$ cat src/rtl/core/assert_macros.svh
// assertion macros, included by dmm_queue
`ifndef ASSERT_MACROS_SVH
`define ASSERT_MACROS_SVH

// property checked at every rising edge outside reset
`define DMM_ASSERT(lbl, clk, rstn, prop) \
    lbl: assert property (@(posedge clk) disable iff (!rstn) (prop)) \
        else $error("%m: check failed");

// implication checked in the cycle after the condition
`define DMM_ASSERT_NEXT(lbl, clk, rstn, cond, prop) \
    lbl: assert property (@(posedge clk) disable iff (!rstn) (cond) |=> (prop)) \
        else $error("%m: check failed");

`endif

$ cat src/rtl/core/dmm_pkg.sv
// types and constants of the depth map to mesh block
package dmm_pkg;

    localparam int MAX_WIDTH_DEF  = 2048;
    localparam int MAX_HEIGHT_DEF = 2048;

    localparam int COEF_W     = 21;
    localparam int IDX_W      = 22;
    localparam int TRI_W      = 23;
    localparam int XY_W       = 13;
    localparam int GEO_W      = 16;
    localparam int GEOCFG_W   = 12;
    localparam int EPOCH_W    = 8;
    localparam int ACC_W      = 40;
    localparam int PROD_W     = 57;
    localparam int POS_W      = 32;
    localparam int DEPTH_W    = 16;
    localparam int CFG_W      = 63;
    localparam int CFG_ADDR_W = 3;
    localparam int QUEUE_DEPTH = 4;
    localparam int TDATA_W    = 208;

    localparam logic [GEOCFG_W-1:0] WIDTH_RST  = 12'd640;
    localparam logic [GEOCFG_W-1:0] HEIGHT_RST = 12'd480;

    // register indexes of the configuration port
    typedef enum logic [CFG_ADDR_W-1:0] {
        REG_ROW0, REG_ROW1, REG_ROW2, REG_TRANS, REG_WIDTH, REG_HEIGHT
    } cfg_reg_t;

    typedef struct packed {
        logic [CFG_W-1:0] row0;
        logic [CFG_W-1:0] row1;
        logic [CFG_W-1:0] row2;
        logic [CFG_W-1:0] trans;
    } coef_cfg_t;

    // one entry of the previous row store
    typedef struct packed {
        logic [EPOCH_W-1:0] epoch;
        logic               valid;
        logic [IDX_W-1:0]   idx;
    } row_ent_t;

    typedef struct packed {
        logic             valid;
        logic [IDX_W-1:0] idx;
    } vref_t;

    // classified pixel handed from front to back
    typedef struct packed {
        logic               has_vtx;
        logic               has_t1;
        logic               has_t2;
        logic               frame_end;
        logic [DEPTH_W-1:0] depth;
        logic [XY_W-1:0]    x;
        logic [XY_W-1:0]    y;
        logic [IDX_W-1:0]   vidx;
        logic [TRI_W-1:0]   tri_base;
        logic [IDX_W-1:0]   ul;
        logic [IDX_W-1:0]   ll;
        logic [IDX_W-1:0]   ur;
    } pix_cmd_t;

    typedef enum logic [1:0] {F_CLEAR, F_IDLE, F_EVAL} front_state_t;

    typedef enum logic [2:0] {B_IDLE, B_MUL, B_SUM, B_PROD, B_FIN, B_EMIT} back_state_t;

endpackage

$ cat src/rtl/core/dmm_queue.sv
// short queue of classified pixels between front and back
module dmm_queue #(
    parameter int DEPTH = dmm_pkg::QUEUE_DEPTH
) (
    input  logic              clk,
    input  logic              rst_n,
    input  logic              push,
    input  dmm_pkg::pix_cmd_t push_data,
    output logic              space,
    input  logic              pop,
    output dmm_pkg::pix_cmd_t pop_data,
    output logic              avail
);
    import dmm_pkg::*;
    `include "assert_macros.svh"

    localparam int PTR_W = (DEPTH > 1) ? $clog2(DEPTH) : 1;
    localparam int CNT_W = $clog2(DEPTH + 1);

    pix_cmd_t         slot_reg [DEPTH];
    logic [PTR_W-1:0] wr_ptr_reg;
    logic [PTR_W-1:0] rd_ptr_reg;
    logic [CNT_W-1:0] count_reg;

    assign space    = count_reg != CNT_W'(DEPTH);
    assign avail    = count_reg != '0;
    assign pop_data = slot_reg[rd_ptr_reg];

    // storage
    always_ff @(posedge clk)
    begin
        if (push)
        begin
            slot_reg[wr_ptr_reg] <= push_data;
        end
    end

    // pointers and fill level
    always_ff @(posedge clk or negedge rst_n)
    begin
        if (!rst_n)
        begin
            wr_ptr_reg <= '0;
            rd_ptr_reg <= '0;
            count_reg  <= '0;
        end
        else
        begin
            if (push)
            begin
                wr_ptr_reg <= (wr_ptr_reg == PTR_W'(DEPTH - 1)) ? '0 : wr_ptr_reg + 1'b1;
            end
            if (pop)
            begin
                rd_ptr_reg <= (rd_ptr_reg == PTR_W'(DEPTH - 1)) ? '0 : rd_ptr_reg + 1'b1;
            end
            if (push && !pop)
            begin
                count_reg <= count_reg + 1'b1;
            end
            else if (pop && !push)
            begin
                count_reg <= count_reg - 1'b1;
            end
        end
    end

    `DMM_ASSERT(a_no_push_full, clk, rst_n, !space |-> !push)
    `DMM_ASSERT(a_no_pop_empty, clk, rst_n, !avail |-> !pop)
    `DMM_ASSERT_NEXT(a_fill_up, clk, rst_n, push && !pop, count_reg == $past(count_reg) + 1'b1)

endmodule

$ cat config.mk
export PLATFORM = sky130hd
export DESIGN_NAME = dmm_queue
export DESIGN_NICKNAME = d
export VERILOG_FILES = /design/src/rtl/core/dmm_pkg.sv /design/src/rtl/core/dmm_queue.sv
export VERILOG_INCLUDE_DIRS = /design/src /design/src/rtl/core
export SDC_FILE = /design/constraint.sdc
export NUM_CORES = 1
export LEC_CHECK = 0
export BUFFER_PORTS_ARGS = -buffer_cell sky130_fd_sc_hd__buf_2
export CORE_ASPECT_RATIO = 0.8
export CORE_MARGIN = 2
export CORE_UTILIZATION = 40
export DETAILED_ROUTE_END_ITERATION = 7
export GPL_TIMING_DRIVEN = 0
export MAX_ROUTING_LAYER = met4
export SLEW_MARGIN = 20
export SYNTH_ARGS = -nofsm -noshare
export SYNTH_HDL_FRONTEND = slang
export SYNTH_SLANG_ARGS = --single-unit
$ cat constraint.sdc
create_clock -name clk -period 7 [get_ports clk]
set_clock_uncertainty 0.15 [all_clocks]
set_input_delay 2.1 -clock clk [delete_from_list [all_inputs] [get_ports clk]]
set_output_delay 2.1 -clock clk [all_outputs]
set_load 0.005 [all_outputs]
* Word level (Yosys, flattened, before mapping)
Memories as Yosys holds them, arrays and structs flattened.
Cells that the tools add are included.
** Storage, ports and cells
- Flip-flop bits (word level) :: 7
- Latch bits :: 0
- Memory bits (writable) :: 628
- ROM bits :: 0
- Input bits :: 161
- Output and inout port bits :: 159
- Memories kept :: 1
** Cells by class
- Add/subtract/negate cells :: 4
- $mul :: 0
- Div/mod/pow operators :: 0
- $lt $le $gt $ge :: 0
- Equality and inequality tests :: 3
- Shift-type cells :: 0
- Multiplexer cells :: 6
- Bitwise logic cells :: 0
- Reductions and logical operators :: 6
** Memories
- slot_reg :: depth 4, bits a word 157, read ports 1, clocked after memory_dff 0, wr ports 1, RTL line dmm_queue.sv:20 : pix_cmd_t slot_reg [DEPTH];
** Operator list (count)
- 3-bit two-way mux :: 2
- 2-bit by 1-bit adder with 2-bit output, second input constant :: 2
- 2-bit equality test, second input constant :: 2
- 2-bit two-way mux :: 2
- 3-bit by 1-bit adder with 3-bit output, second input constant :: 1
- 3-bit inequality test, second input constant :: 1
- 3-bit nonzero test :: 1
- 3-bit by 1-bit subtractor with 3-bit output, second input constant :: 1
- 1-bit logical AND :: 2
- 1-bit logical NOT :: 2
- 1-bit two-way mux :: 2
- 2-bit nonzero test :: 1

* Logic depth before layout (Yosys ltp)
- Word-level depth :: 4
- Mapped depth :: 7
- Gate-level depth less buffers :: 7

* Worst setup path after synthesis
No wires, ideal clock.
- Kind :: in2reg
- From :: in push
- To :: mem slot_reg[2][0] (netlist name), enable pin
- Library setup time :: 0.535 ns
- Arrival time :: 5.679 ns
- Data required time :: 6.315 ns
- Setup slack :: 0.636 ns
- Cell stages on the path :: 1
- Path buffers :: 0
- Cells stage by stage :: and2_1
** On the way
- Word-level cells in the longest chain between the ends :: 2
** RTL lines
- start, declared :: RTL line dmm_queue.sv:7 : input logic push,
- 1-bit two-way mux :: RTL line dmm_queue.sv:32 : if (push)
- 1-bit two-way mux (implied by the code) :: RTL line dmm_queue.sv:34 : slot_reg[wr_ptr_reg] <= push_data;
- end, declared :: RTL line dmm_queue.sv:20
No other way between the ends.

==> metrics.cfg <==
[clocking]
clockBufferDepth = 3
cts_setup_buffers = 0
cts_sinks = 635
ctsResizeCount = 0
numCtsBuffers = 66
hold_buffers = 0
insertion_delay_ns = 0.59
htree_levels = 3
tritoncts = done
root_buffer = clkbuf_16
clk_pin_slew_ns = 0.06

[drt]
drt_iter0_markers = 757
finalWirelength_um = 46100
first_pass_iters = 6
viasPerCell = 5.00
ant_nets = 0
vias = 10400
drc = 0
drt-wirelength-per-cell_um = 22.1

[critical_path]
cpPeakStageDelay_ns = 0.46
worst_path_max_delay_cell = buf_2
critPathRequiredTime_ns = 4.75
worstPathArrival_ns = 2.69
crit_top_cell = buf_2
worst_setup_path_end_kind = output port
start_kind = flip-flop
path_max_fanout = 10
cp_cell_sequence = clkbuf_1 > buf_2 > buf_2 > mux4_2 > buf_2
path_class = reg -> out

[place]
io_buffers = 319
place_area_um2 = 26000
place_congestion = 0.710
dpl.hpwl_um = 29400
place_ws_ns = 2.58

[sta]
max_slew_margin = 0.492
setup_viol = 0
slew_viol_final = 0
tightest_slew_ns = 0.762
grt_setup_unrepaired = no
period_share = 0.706
fin_setup_tns_ns = 0
final-hold-violation-count = 0
fin_crit_ns = 4.94
worst_slack_ns = 2.06
whs_ns = 0.336
clock.fmax_mhz = 202

[yosys]
yosysSeqAreaShare = 0.825
synth_compound_area_frac = 0.000434
synth_cell_types = 18
synth-seq-cells = 635
ys_warn_count = 0
synthAdderAreaFrac = 0.00412
syn-cell-area_um2 = 23100
yosysTopAreaCell = edfxtp_1
yosys.area_share.xor_xnor = 0.00114
synthSimpleGateAreaFrac = 0.00249
syn_inst = 859
synth_mux_area_frac = 0.155
synth.avg_cell_area_um2 = 26.9
synth_nets = 1027
synth_top_family_by_area = multiplexers
ys_top_cells_by_area = edfxtp_1 (82%), mux4_2 (15%), dfrtp_1 (0.76%), buf_6 (0.68%), buf_2 (0.39%)
synth_top_area_frac = 0.817

[grt]
grt_usage = 0.160
grt_pass1_wl_um = 68400
grt_overflow_total = 0
grt_max_degree = 45
antenna_found_initial = 14
grt_pass1_vias = 10900

[floorplanning]
die_w_um = 273
coreArea_um2 = 56900
initial_core_util = 0.406
io_pins = 320
dieArea_um2 = 59600
dieHeight_um = 219
core.rowCount = 78

[final_layout]
largest_register_ffs = 628
fin_nets = 1430
area_delta_synth_final_pct = 22.1
drive_gt1_frac = 0.474
final_util = 0.495
num-fill-cells = 4565
final_cell_area_um2 = 28200

[pwr]
powerDensity_nw_per_um2 = 411
leakage_nw = 9.57
ir_drop_uv = 274

[job]
cap_violations = 0

[run_status]
outcome = complete, no violations

[worst_hold_path]
hold_path.class = reg -> reg

cell usage in the layout, fill, tap and decap left out:
| master | instances |
|---|---|
| nand2_1 | 3 |
| clkinv_8 | 4 |
| or3_1 | 1 |
| buf_16 | 8 |
| ha_1 | 6 |
| buf_6 | 14 |
| dfrtp_1 | 7 |
| clkinv_1 | 16 |
| nor2_1 | 4 |
| mux2_2 | 3 |
| mux4_2 | 157 |
| clkbuf_16 | 69 |
| buf_4 | 1 |
| clkinvlp_4 | 1 |
| inv_6 | 2 |
| inv_1 | 4 |
| clkinv_4 | 1 |
| clkinv_2 | 8 |
| bufinv_16 | 5 |
| xor2_1 | 2 |
| and2_4 | 4 |
| buf_2 | 337 |
| edfxtp_1 | 628 |
| clkbuf_1 | 14 |
| xnor2_1 | 1 |
| buf_12 | 8 |
| diode_2 | 15 |
| o21ai_0 | 2 |
| fa_1 | 1 |
routing by layer:
metal	part of all wire	vias to the layer above	track usage
met5	0	-	-
met4	0.021	0	0.0502
met3	0.084	68	0.0546
met2	0.47	300	0.239
met1	0.42	5492	0.208
li1	-	4576	-
stage by stage:
step	power, mW	std cells
4_1_cts	11.8	2071
3_5_place_dp	8.36	1954
5_1_grt	12.1	2085
2_1_floorplan	7.00	859
6_report	11.6	2086
3_3_place_gp	8.42	1938
worst max-delay path, delay by kind of cell, from the launching register on:
kind / cells / cell delay (ns)
DFF: 1 / 0.34
muxes: 1 / 0.36
buffers and inverters: 4 / 1.38
cells in the mapped netlist (all sizes together):
library cell,n
and2,4
buf,33
clkbuf,3
dfrtp,7
edfxtp,628
fa,1
ha,6
inv,4
mux2,3
mux4,157
nand2,3
nor2,4
o21ai,2
or3,1
xnor2,1
xor2,2
kinds of logic after synthesis:
family | after synthesis
buf+inv | 40
compound gates | 2
simple gates | 12
fa+ha+maj | 7
xor+xnor | 3
mux | 160
flops | 635
where the power goes:
| part | switching (mW) | internal (mW) | leakage [nW] |
|---|---|---|---|
| sequential | 0.122 | 4.86 | 5.85 |
| clock | 1.41 | 1.99 | 1.03 |
| combinational | 1.63 | 1.56 | 2.69 |
| total | 3.17 | 8.41 | 9.57 |
cell type report:
cell class                      count  area, µm²  area share
Clock buffer                       80       1770      0.0628
Buffer                             36        267     0.00946
Tap cell                          760        951      0.0338
Antenna cell                       15       37.5     0.00133
Timing Repair Buffer              335       1980      0.0702
Multi-Input combinational cell    184       3770       0.134
Clock inverter                     37        349      0.0124
Sequential cell                   635      19000       0.676
Inverter                            4       15.0    0.000533
path summary, 6_finish.rpt:
kind | from | end | slack, ns | cells past startpoint
setup / recovery | rd_ptr_reg[1] | pop_data[28] | 2.06 | 5
hold / removal | count_reg[2] | count_reg[2] | 0.34 | 1
setup reg to reg | wr_ptr_reg[0] | slot_reg[0][97] | 4.54 | 6
hold reg to reg | count_reg[2] | count_reg[2] | 0.34 | 1
max in group asynchronous | rst_n | wr_ptr_reg[0] | 5.34 | 1
min in group asynchronous | rst_n | count_reg[2] | 1.18 | 1
Note: power is estimated with default switching activity, not from simulation.
