`config.mk`:
```
export PLATFORM = sky130hd
export DESIGN_NAME = dmm_back
export DESIGN_NICKNAME = d
export VERILOG_FILES = /design/src/rtl/core/assert_macros.svh /design/src/rtl/core/dmm_pkg.sv /design/src/rtl/core/dmm_back.sv
export SDC_FILE = /design/constraint.sdc
export NUM_CORES = 2
export LEC_CHECK = 0
export ABC_AREA = 1
export CAP_MARGIN = 20
export CELL_PAD_IN_SITES_DETAIL_PLACEMENT = 1
export CELL_PAD_IN_SITES_GLOBAL_PLACEMENT = 2
export CORE_MARGIN = 2
export CORE_UTILIZATION = 42
export CTS_BUF_LIST = sky130_fd_sc_hd__clkbuf_2 sky130_fd_sc_hd__clkbuf_4 sky130_fd_sc_hd__clkbuf_8
export DETAILED_ROUTE_END_ITERATION = 7
export DONT_BUFFER_PORTS = 1
export PLACE_DENSITY_LB_ADDON = 0.1
export SYNTH_ARGS = -nofsm -noshare
export SYNTH_HDL_FRONTEND = slang
export SYNTH_SLANG_ARGS = --single-unit
```
`constraint.sdc`:
```
create_clock -name clk -period 14.94 [get_ports clk]
set_input_delay 0.747 -clock clk [delete_from_list [all_inputs] [get_ports clk]]
set_output_delay 0.747 -clock clk [all_outputs]
set_load 0.01 [all_outputs]
```
`src/rtl/core/assert_macros.svh`:
```
// assertion macros, included by dmm_queue
`ifndef ASSERT_MACROS_SVH
`define ASSERT_MACROS_SVH

// property checked at every rising edge outside reset
`define DMM_ASSERT(lbl, clk, rstn, prop) \
    lbl: assert property (@(posedge clk) disable iff (!rstn) (prop)) \
        else $error("%m: check failed");

// implication checked in the cycle after the condition
`define DMM_ASSERT_NEXT(lbl, clk, rstn, cond, prop) \
    lbl: assert property (@(posedge clk) disable iff (!rstn) (cond) |=> (prop)) \
        else $error("%m: check failed");

`endif

```
`src/rtl/core/dmm_pkg.sv`:
```
// types and constants of the depth map to mesh block
package dmm_pkg;

    localparam int MAX_WIDTH_DEF  = 2048;
    localparam int MAX_HEIGHT_DEF = 2048;

    localparam int COEF_W     = 21;
    localparam int IDX_W      = 22;
    localparam int TRI_W      = 23;
    localparam int XY_W       = 13;
    localparam int GEO_W      = 16;
    localparam int GEOCFG_W   = 12;
    localparam int EPOCH_W    = 8;
    localparam int ACC_W      = 40;
    localparam int PROD_W     = 57;
    localparam int POS_W      = 32;
    localparam int DEPTH_W    = 16;
    localparam int CFG_W      = 63;
    localparam int CFG_ADDR_W = 3;
    localparam int QUEUE_DEPTH = 4;
    localparam int TDATA_W    = 208;

    localparam logic [GEOCFG_W-1:0] WIDTH_RST  = 12'd640;
    localparam logic [GEOCFG_W-1:0] HEIGHT_RST = 12'd480;

    // register indexes of the configuration port
    typedef enum logic [CFG_ADDR_W-1:0] {
        REG_ROW0, REG_ROW1, REG_ROW2, REG_TRANS, REG_WIDTH, REG_HEIGHT
    } cfg_reg_t;

    typedef struct packed {
        logic [CFG_W-1:0] row0;
        logic [CFG_W-1:0] row1;
        logic [CFG_W-1:0] row2;
        logic [CFG_W-1:0] trans;
    } coef_cfg_t;

    // one entry of the previous row store
    typedef struct packed {
        logic [EPOCH_W-1:0] epoch;
        logic               valid;
        logic [IDX_W-1:0]   idx;
    } row_ent_t;

    typedef struct packed {
        logic             valid;
        logic [IDX_W-1:0] idx;
    } vref_t;

    // classified pixel handed from front to back
    typedef struct packed {
        logic               has_vtx;
        logic               has_t1;
        logic               has_t2;
        logic               frame_end;
        logic [DEPTH_W-1:0] depth;
        logic [XY_W-1:0]    x;
        logic [XY_W-1:0]    y;
        logic [IDX_W-1:0]   vidx;
        logic [TRI_W-1:0]   tri_base;
        logic [IDX_W-1:0]   ul;
        logic [IDX_W-1:0]   ll;
        logic [IDX_W-1:0]   ur;
    } pix_cmd_t;

    typedef enum logic [1:0] {F_CLEAR, F_IDLE, F_EVAL} front_state_t;

    typedef enum logic [2:0] {B_IDLE, B_MUL, B_SUM, B_PROD, B_FIN, B_EMIT} back_state_t;

endpackage

```
`src/rtl/core/dmm_back.sv`:
```
// back part: computes vertex positions and sends the results
module dmm_back (
    input  logic                         clk,
    input  logic                         rst_n,
    input  dmm_pkg::coef_cfg_t           coef,
    input  logic                         q_avail,
    input  dmm_pkg::pix_cmd_t            q_data,
    output logic                         q_pop,
    output logic                         m_tvalid,
    input  logic                         m_tready,
    output logic [dmm_pkg::TDATA_W-1:0]  m_tdata,
    output logic [1:0]                   m_tuser,
    output logic                         m_tlast
);
    import dmm_pkg::*;

    localparam int PA_W = COEF_W + XY_W + 2;
    localparam logic signed [PROD_W-1:0] POS_MAX = PROD_W'(32'sh7FFFFFFF);
    localparam logic signed [PROD_W-1:0] POS_MIN = -POS_MAX - PROD_W'(1);

    back_state_t              state_reg, state_next;
    pix_cmd_t                 cmd_reg, cmd_next;
    logic [2:0]               pend_reg, pend_next;
    logic [1:0]               k_reg, k_next;
    logic signed [PA_W-1:0]   pa_reg, pa_next;
    logic signed [PA_W-1:0]   pb_reg, pb_next;
    logic signed [COEF_W-1:0] c2_reg, c2_next;
    logic signed [ACC_W-1:0]  acc_reg, acc_next;
    logic signed [PROD_W-1:0] prod_reg, prod_next;
    logic signed [POS_W-1:0]  pos_reg [3];
    logic signed [POS_W-1:0]  pos_next [3];

    logic                     ov_reg, ov_next;
    logic                     o_kind_reg, o_kind_next;
    logic                     o_last_reg, o_last_next;
    logic                     o_fend_reg, o_fend_next;
    logic [IDX_W-1:0]         o_vidx_reg, o_vidx_next;
    logic signed [POS_W-1:0]  o_px_reg, o_px_next;
    logic signed [POS_W-1:0]  o_py_reg, o_py_next;
    logic signed [POS_W-1:0]  o_pz_reg, o_pz_next;
    logic [TRI_W-1:0]         o_tri_reg, o_tri_next;
    logic [IDX_W-1:0]         o_a_reg, o_a_next;
    logic [IDX_W-1:0]         o_b_reg, o_b_next;
    logic [IDX_W-1:0]         o_c_reg, o_c_next;

    logic [CFG_W-1:0]         row_sel;
    logic signed [COEF_W-1:0] trans_k;
    logic [XY_W:0]            xo;
    logic [XY_W:0]            yo;
    logic signed [PROD_W-1:0] rnd;
    logic signed [PROD_W-1:0] tsum;
    logic                     out_free;

    // matrix row and translation of the current coordinate
    always_comb
    begin
        case (k_reg)
            2'd0:
            begin
                row_sel = coef.row0;
                trans_k = coef.trans[COEF_W-1:0];
            end
            2'd1:
            begin
                row_sel = coef.row1;
                trans_k = coef.trans[2*COEF_W-1:COEF_W];
            end
            default:
            begin
                row_sel = coef.row2;
                trans_k = coef.trans[3*COEF_W-1:2*COEF_W];
            end
        endcase
        xo       = {cmd_reg.x, 1'b1};
        yo       = {cmd_reg.y, 1'b1};
        rnd      = (prod_reg + PROD_W'(1024)) >>> 11;
        tsum     = rnd + (PROD_W'(trans_k) <<< 8);
        out_free = !ov_reg || m_tready;
    end

    // sequencer, datapath and result selection
    always_comb
    begin
        state_next  = state_reg;
        cmd_next    = cmd_reg;
        pend_next   = pend_reg;
        k_next      = k_reg;
        pa_next     = pa_reg;
        pb_next     = pb_reg;
        c2_next     = c2_reg;
        acc_next    = acc_reg;
        prod_next   = prod_reg;
        pos_next    = pos_reg;
        ov_next     = ov_reg && !m_tready;
        o_kind_next = o_kind_reg;
        o_last_next = o_last_reg;
        o_fend_next = o_fend_reg;
        o_vidx_next = o_vidx_reg;
        o_px_next   = o_px_reg;
        o_py_next   = o_py_reg;
        o_pz_next   = o_pz_reg;
        o_tri_next  = o_tri_reg;
        o_a_next    = o_a_reg;
        o_b_next    = o_b_reg;
        o_c_next    = o_c_reg;
        q_pop       = 1'b0;
        case (state_reg)
            B_IDLE:
            begin
                if (q_avail)
                begin
                    q_pop     = 1'b1;
                    cmd_next  = q_data;
                    pend_next = {q_data.has_t2, q_data.has_t1, q_data.has_vtx};
                    k_next    = 2'd0;
                    if (q_data.has_vtx)
                    begin
                        state_next = B_MUL;
                    end
                    else if (q_data.has_t1 || q_data.has_t2)
                    begin
                        state_next = B_EMIT;
                    end
                end
            end
            B_MUL:
            begin
                pa_next    = PA_W'($signed(row_sel[COEF_W-1:0]))
                           * PA_W'($signed({1'b0, xo}));
                pb_next    = PA_W'($signed(row_sel[2*COEF_W-1:COEF_W]))
                           * PA_W'($signed({1'b0, yo}));
                c2_next    = $signed(row_sel[3*COEF_W-1:2*COEF_W]);
                state_next = B_SUM;
            end
            B_SUM:
            begin
                acc_next   = ACC_W'(pa_reg) + ACC_W'(pb_reg) + (ACC_W'(c2_reg) <<< 1);
                state_next = B_PROD;
            end
            B_PROD:
            begin
                prod_next  = PROD_W'(acc_reg) * PROD_W'($signed({1'b0, cmd_reg.depth}));
                state_next = B_FIN;
            end
            B_FIN:
            begin
                // saturate to the signed output range
                if (tsum > POS_MAX)
                begin
                    pos_next[k_reg] = POS_W'(POS_MAX);
                end
                else if (tsum < POS_MIN)
                begin
                    pos_next[k_reg] = POS_W'(POS_MIN);
                end
                else
                begin
                    pos_next[k_reg] = POS_W'(tsum);
                end
                if (k_reg == 2'd2)
                begin
                    state_next = B_EMIT;
                end
                else
                begin
                    k_next     = k_reg + 1'b1;
                    state_next = B_MUL;
                end
            end
            B_EMIT:
            begin
                if (out_free)
                begin
                    ov_next     = 1'b1;
                    o_fend_next = cmd_reg.frame_end;
                    o_vidx_next = '0;
                    o_px_next   = '0;
                    o_py_next   = '0;
                    o_pz_next   = '0;
                    o_tri_next  = '0;
                    o_a_next    = '0;
                    o_b_next    = '0;
                    o_c_next    = '0;
                    if (pend_reg[0])
                    begin
                        o_kind_next = 1'b0;
                        o_vidx_next = cmd_reg.vidx;
                        o_px_next   = pos_reg[0];
                        o_py_next   = pos_reg[1];
                        o_pz_next   = pos_reg[2];
                        pend_next   = {pend_reg[2:1], 1'b0};
                    end
                    else if (pend_reg[1])
                    begin
                        o_kind_next = 1'b1;
                        o_tri_next  = cmd_reg.tri_base;
                        o_a_next    = cmd_reg.ul;
                        o_b_next    = cmd_reg.ll;
                        o_c_next    = cmd_reg.ur;
                        pend_next   = {pend_reg[2], 2'b00};
                    end
                    else
                    begin
                        // second triangle follows the first one if both exist
                        o_kind_next = 1'b1;
                        o_tri_next  = cmd_reg.tri_base + TRI_W'(cmd_reg.has_t1);
                        o_a_next    = cmd_reg.ll;
                        o_b_next    = cmd_reg.vidx;
                        o_c_next    = cmd_reg.ur;
                        pend_next   = 3'b000;
                    end
                    o_last_next = pend_next == 3'b000;
                    if (pend_next == 3'b000)
                    begin
                        state_next = B_IDLE;
                    end
                end
            end
            default:
            begin
                state_next = B_IDLE;
            end
        endcase
    end

    // control registers
    always_ff @(posedge clk or negedge rst_n)
    begin
        if (!rst_n)
        begin
            state_reg <= B_IDLE;
            pend_reg  <= '0;
            k_reg     <= '0;
            ov_reg    <= 1'b0;
        end
        else
        begin
            state_reg <= state_next;
            pend_reg  <= pend_next;
            k_reg     <= k_next;
            ov_reg    <= ov_next;
        end
    end

    // datapath and output payload
    always_ff @(posedge clk)
    begin
        cmd_reg    <= cmd_next;
        pa_reg     <= pa_next;
        pb_reg     <= pb_next;
        c2_reg     <= c2_next;
        acc_reg    <= acc_next;
        prod_reg   <= prod_next;
        pos_reg    <= pos_next;
        o_kind_reg <= o_kind_next;
        o_last_reg <= o_last_next;
        o_fend_reg <= o_fend_next;
        o_vidx_reg <= o_vidx_next;
        o_px_reg   <= o_px_next;
        o_py_reg   <= o_py_next;
        o_pz_reg   <= o_pz_next;
        o_tri_reg  <= o_tri_next;
        o_a_reg    <= o_a_next;
        o_b_reg    <= o_b_next;
        o_c_reg    <= o_c_next;
    end

    assign m_tvalid = ov_reg;
    assign m_tlast  = o_last_reg;
    assign m_tuser  = {o_fend_reg, o_kind_reg};
    assign m_tdata  = {1'b0, o_c_reg, o_b_reg, o_a_reg, o_tri_reg,
                       o_pz_reg, o_py_reg, o_px_reg, o_vidx_reg};

endmodule

```
Word-level counts from Yosys, hierarchy flattened

Cells that the tools add are included.

Word-level logic and storage cells: 113
Bits in registers: 658
ROM bits: 0
Bits in latches: 0
Input port bits: 413
Memories kept: 0
Bits in writable memories: 0
Output and inout bits: 213

Multipliers: 3
Eq/ne operators: 12
Divide/modulo/power cells: 0
Reduce and logical (&&, ||, !) cells: 16
$add $sub $neg: 6
Bitwise logic cells: 7
Mux-type cells: 32
$lt $le $gt $ge: 4
Shifts and indexed selects: 0

Operators by type and width:

| operator                 | count |
|---|---|
| $mux W96                 | 2 |
| $pmux W63 S2             | 1 |
| $bwmux W96               | 1 |
| $and A93 B93 Y93         | 1 |
| $not A93 Y93             | 1 |
| $or A93 B93 Y93          | 1 |
| $mul A21 B15 Y36         | 2 |
| $demux W32 S2            | 1 |
| $add A57 B12 Y57 const B | 1 |
| $mul A38 B17 Y55         | 1 |
| $add A46 B29 Y47         | 1 |
| $gt A47 B32 Y1 const B   | 1 |
| $lt A47 B32 Y1 const B   | 1 |
| $mux W22                 | 2 |
| $pmux W21 S2             | 1 |
| $add A37 B22 Y38         | 1 |
| $add A36 B36 Y37         | 1 |
| $mux W3                  | 12 |
| $mux W32                 | 1 |
| $add A23 B1 Y23          | 1 |
| $mux W23                 | 1 |
| $pmux W3 S6              | 1 |
| $ne A2 B2 Y1 const B     | 4 |
| $eq A3 B2 Y1 const B     | 2 |
| other kinds (25)         | 38 |

Longest topological paths before layout

Word-level depth: 9
Depth in mapped cells: 33
Gate-level depth less buffers: 32

Worst setup path before layout

OpenSTA, ideal clock, no wires.

Path type: register to register
Start: reg state_reg[1]
End: reg o_last_reg, in the netlist m_tlast (enable)
Slack: 4.626 ns
Cell stages (with the launch flop): 6
Buffers on the path: 0
Library setup time: 0.784 ns
Data required time: 14.156 ns
Data arrival time: 9.530 ns
Clock period less this slack: 10.314 ns
Cell sequence: dfrtp_1 -> inv_1 -> nand2_1 -> nor2_1 -> inv_1 -> nor2_1

Longest elaborated chain between the ends: 2

Ends and longest elaborated chain:

| item                        | RTL line        | RTL |
|---|---|---|
| start: declaration          | dmm_back.sv:21  | `back_state_t state_reg, state_next;` |
| start signal: assignment    | dmm_back.sv:238 | `state_reg <= state_next;` |
| $eq A3 B3 Y1                | dmm_back.sv:107 | `case (state_reg)` |
| $reduce_and A2 Y1 (no line) | n/a             |  |
| end signal: assignment      | dmm_back.sv:256 | `o_last_reg <= o_last_next;` |
| end: declaration            | dmm_back.sv:35  | `logic o_last_reg, o_last_next;` |

No other way between the ends.
A chain may end at the register's enable or synchronous reset.

Worst setup path after layout

Start: reg k_reg[0]
End: reg pa_reg[24], data pin

Longest elaborated chain between the ends: 3
Elaborated cells between the ends (all ways): 4
Classes of those cells: mul: 1; eq/ne: 1; mux: 1; reduce/logical: 1

Ends and longest elaborated chain:

| item                                             | RTL line        | RTL |
|---|---|---|
| start: declaration                               | dmm_back.sv:24  | `logic [1:0] k_reg, k_next;` |
| start signal: assignment                         | dmm_back.sv:240 | `k_reg <= k_next;` |
| $eq A2 B1 Y1 or $logic_not A2 Y1 (tied branches) | dmm_back.sv:57  | `case (k_reg)` |
| $pmux W63 S2 *                                   | dmm_back.sv:57  |  |
| $mul A21 B15 Y36 *                               | dmm_back.sv:129 | `* PA_W'($signed({1'b0, xo}));` |
| end signal: assignment                           | dmm_back.sv:249 | `pa_reg <= pa_next;` |
| end: declaration                                 | dmm_back.sv:25  | `logic signed [PA_W-1:0] pa_reg, pa_next;` |

Mark *: on every way between the ends. The rest lies on a longest branch, timed or not.

==> impl_summary.md <==
Layout
The final layout net count is 10,740. The fraction of final layout cells sized beyond drive strength 1 is 0.03783. The number of flip-flops in the largest register is between 150 and 200. Compared with the post-synthesis result, the final layout area differs by 8.648%.

The area taken by flip-flops and latches is 19,360 µm². In the final layout, the multi-input gates occupy 47,410 µm². The final-layout fill cell count is between 20,000 and 25,000.

Floorplanning
The area of the core region is 180,200 µm². The initial utilization of the core area, before any placement, comes to 0.4212. The number of core rows is 156. The die area is approximately 180,000 µm². Pin placement for this block handled approximately 630 I/O pins. The die extent in x is 429.1 µm.

In this run the vertical extent of the chip is 429.1 µm.

Synthesis
The unique cell type count in the Yosys netlist is 54. The synthesis warning total is 0. Of all flip-flops after synthesis, the portion carrying an async set or reset was 0.01393. The synthesized net count is roughly 11,000. The netlist area before placement is 75,890 µm². The share of the Yosys chip area taken by registers is 0.2550. In this run, synthesis inferred between 600 and 700 flip-flops with an integrated enable. In this run the mean area of a mapped cell was approximately 8.7 µm². After synthesis the netlist holds a flip-flop and latch count of 646. In the synthesized netlist the dominant register cell turns out to be sky130_fd_sc_hd__edfxtp_1. The number of standard cells after synthesis is roughly 8,800.

STA
The shortest period the worst path allows is 9.143 ns. Dividing the final minimum period by the clock period gives 0.6119. The worst setup skew after layout is 0.08261 ns.

For this run, the top clock speed supported by timing is 0.1094 GHz. Setup repair after global routing left no endpoint under its margin. The tightest slew margin relative to the limit is 0.2077.

The number of hold violations in the final report is 0. The count of pins over their slew limit came to 0. At the pin with the least slew margin, the transition time is around 1.2 ns. The count of endpoints failing setup in the final report is 0. The post-route setup TNS is 0 ns.

Routing
The number of iterations in the first detailed-routing pass is 6. The number of vias in the routed layout is 58,900. The routed design has about 260,000 µm of wire. The first routing iteration left 3,309 violations. The length of routed wiring on met1 is 108,800 µm.

After detailed routing, the number of remaining DRC violations is 0. In the final routed layout, each cell accounts on average for 22.94 µm. The highest metal layer carrying signal wires in the routed design is met5. After detailed routing, the met3 layer carries roughly 10000 µm of wire. After detailed routing, the met2 layer carries ~130,000 µm of wire. The number of nets with antenna violations after detailed routing is 0. Using the TritonRoute via totals, the vias-per-cell ratio works out to 5.229.

Place
The HPWL after detailed placement is 201,400 µm. The number of buffers added on ports is 0. The placer's final routability congestion estimate is 0.9060.

Clock network
CTS saw roughly 650 sinks. The clock passes through at most 3 buffers. Clock tree synthesis selected as its root buffer the cell sky130_fd_sc_hd__clkbuf_8. TritonCTS built the clock tree. Clock-pin slew was measured on the worst setup and hold paths at around 0.06 ns.

The number of buffers inserted during clock tree synthesis is 117. In this run the number of H-tree levels came out at 3. The clock reaches the later pin of the worst-skew pair after 0.95 ns. The quantity of gates resized following cts is 0.

Global route
The total grt overflow is 0. The maximum number of pins on one net before global-route repair is 90. For this run, the total global-route usage over all layers was measured as 0.2838. The initial antenna violation count is 16. The number of global-route vias before repair is 65,470. The wire length of the first global-routing pass is 400,600 µm.

Worst setup path
The endpoint class of the critical path is a flip-flop. The critical path in this run is classified as flip-flop to flip-flop. At the worst endpoint, the required time is 15.62 ns. In this run the worst path has a maximum fanout of 65.

The data arrival at the endpoint of the critical path is 9.82 ns. The worst register-to-register path has a setup slack of slightly below 6 ns. STA classifies the critical path startpoint as a flip-flop.

Outcome
The run finished with clean final reports.

Flow run
The tool flagged a number of max-cap violations equal to 0.

Min path
In this run the worst hold path is classified as input port to flip-flop.
## cells in the mapped netlist, types with 23 or more instances
master / number / share of area
sky130_fd_sc_hd__inv_1: 2053 / 0.10
sky130_fd_sc_hd__nand2_1: 2005 / 0.099
sky130_fd_sc_hd__fa_1: 1164 / 0.31
sky130_fd_sc_hd__nor2_1: 685 / 0.034
sky130_fd_sc_hd__edfxtp_1: 637 / 0.25
sky130_fd_sc_hd__ha_1: 379 / 0.062
sky130_fd_sc_hd__nand3_1: 323 / 0.021
sky130_fd_sc_hd__clkbuf_1: 283 / 0.014
sky130_fd_sc_hd__a21oi_1: 240 / 0.016
sky130_fd_sc_hd__o21ai_0: 168 / 0.011
sky130_fd_sc_hd__xor2_1: 156 / 0.018
sky130_fd_sc_hd__o211ai_1: 104 / 0.010
sky130_fd_sc_hd__xnor2_1: 82 / 0.0095
sky130_fd_sc_hd__nor3_1: 53 / 0.0035
sky130_fd_sc_hd__a221o_1: 42 / 0.0055
sky130_fd_sc_hd__buf_1: 36 / 0.0018
sky130_fd_sc_hd__a31oi_1: 32 / 0.0026
sky130_fd_sc_hd__nand4_1: 32 / 0.0026
sky130_fd_sc_hd__or2_2: 30 / 0.0025
sky130_fd_sc_hd__a221oi_1: 24 / 0.0028
sky130_fd_sc_hd__nor4_1: 24 / 0.0020
sky130_fd_sc_hd__buf_2: 23 / 0.0015
## area by class of cell
type	count	share of cell area
Clock inverter	77	0.007785
Timing Repair Buffer	270	0.03026
Antenna cell	11	0.0003339
Inverter	2072	0.09435
Sequential cell	646	0.2348
Tap cell	2370	0.03597
Clock buffer	138	0.02144
Multi-Input combinational cell	5679	0.5751
## critical path, stage by stage (launching register included)
cell and delay (ns):
sky130_fd_sc_hd__dfrtp_1 0.40, sky130_fd_sc_hd__inv_1 0.14, sky130_fd_sc_hd__ha_2 0.20, sky130_fd_sc_hd__buf_4 0.33
sky130_fd_sc_hd__nor2_4 0.20, sky130_fd_sc_hd__clkinv_2 0.50, sky130_fd_sc_hd__buf_4 0.51, sky130_fd_sc_hd__o21ai_1 0.63
sky130_fd_sc_hd__clkinv_1 0.54, sky130_fd_sc_hd__nand2_1 0.22, sky130_fd_sc_hd__fa_1 0.44, sky130_fd_sc_hd__fa_1 0.50
sky130_fd_sc_hd__inv_1 0.06, sky130_fd_sc_hd__fa_1 0.49, sky130_fd_sc_hd__ha_1 0.33, sky130_fd_sc_hd__fa_1 0.54
sky130_fd_sc_hd__inv_1 0.05, sky130_fd_sc_hd__fa_1 0.53, sky130_fd_sc_hd__inv_1 0.04, sky130_fd_sc_hd__ha_1 0.37
sky130_fd_sc_hd__nand2_1 0.07, sky130_fd_sc_hd__o21ai_0 0.61, sky130_fd_sc_hd__a21oi_1 0.28, sky130_fd_sc_hd__o21ai_0 0.33
sky130_fd_sc_hd__a21oi_1 0.16, sky130_fd_sc_hd__o21ai_0 0.22, sky130_fd_sc_hd__xor2_1 0.10
## final timing paths
| path | from | to | cells after the start |
|---|---|---|---|
| max | k_reg[0]$_DFFE_PN0P_ | pa_reg[24]$_DFFE_PP_ | 26 |
| min | coef[116] | c2_reg[11]$_DFFE_PP_ | 2 |
| max reg2reg | k_reg[0]$_DFFE_PN0P_ | pa_reg[24]$_DFFE_PP_ | 26 |
| min reg2reg | cmd_reg[153]$_DFFE_PP_ | o_fend_reg$_DFFE_PP_ | 0 |
| max in group asynchronous | rst_n | pend_reg[0]$_DFFE_PN0P_ | 1 |
| min in group asynchronous | rst_n | k_reg[1]$_DFFE_PN0P_ | 1 |
## per-stage QoR
stage / setup WS [ns] / hold WS [ns] / instance area, µm² / util / std cells
global placement: 6.056 / 0.4081 / 78180 / 0.4340 / 10860
global route: 5.327 / 0.04263 / 82440 / 0.4576 / 11260
CTS: 5.888 / 0.01515 / 82420 / 0.4575 / 11250
floorplan: 4.626 / 0.4003 / 75890 / - / 8751
detailed placement: 5.858 / 0.4198 / 78220 / 0.4342 / 10860
finish: 5.797 / 0.09628 / 82450 / 0.4576 / 11260
## cell usage in the layout, fill, tap and decap left out, types with 117 or more instances in the layout
cell / count
sky130_fd_sc_hd__inv_1: 2052
sky130_fd_sc_hd__nand2_1: 2005
sky130_fd_sc_hd__fa_1: 1164
sky130_fd_sc_hd__nor2_1: 680
sky130_fd_sc_hd__edfxtp_1: 637
sky130_fd_sc_hd__ha_1: 375
sky130_fd_sc_hd__nand3_1: 323
sky130_fd_sc_hd__a21oi_1: 240
sky130_fd_sc_hd__dlygate4sd3_1: 179
sky130_fd_sc_hd__o21ai_0: 168
sky130_fd_sc_hd__xor2_1: 156
sky130_fd_sc_hd__clkbuf_8: 117
## repair_timing
item	in CTS	in global routing
endpoints found under the hold margin	174	0
hold buffers	179	0
buffers inserted	0	0
## metal layers
| layer | global-route usage | vias to the layer above |
|---|---|---|
| met1 | 0.3672 | 30550 |
| li1 | - | 26680 |
| met4 | 0.08127 | 4 |
| met2 | 0.5017 | 1350 |
| met3 | 0.03004 | 314 |
| met5 | 0 | - |
## cell families (layout without fill, tap and decap cells)
group | Yosys count | in the layout | synth area share
buffers and inverters | 2426 | 2557 | 0.1213
AOI/OAI and AO/OA | 713 | 713 | 0.05819
xor gates and xnor gates | 238 | 238 | 0.02747
adders and majority gates | 1543 | 1543 | 0.3696
and+or+nand+nor | 3184 | 3184 | 0.1684
other | 1 | 12 | 0.00004942
DFF | 646 | 646 | 0.2550
Power is not shown: default switching activity piles up to over one toggle a cycle in this logic, so the estimate is an artifact.
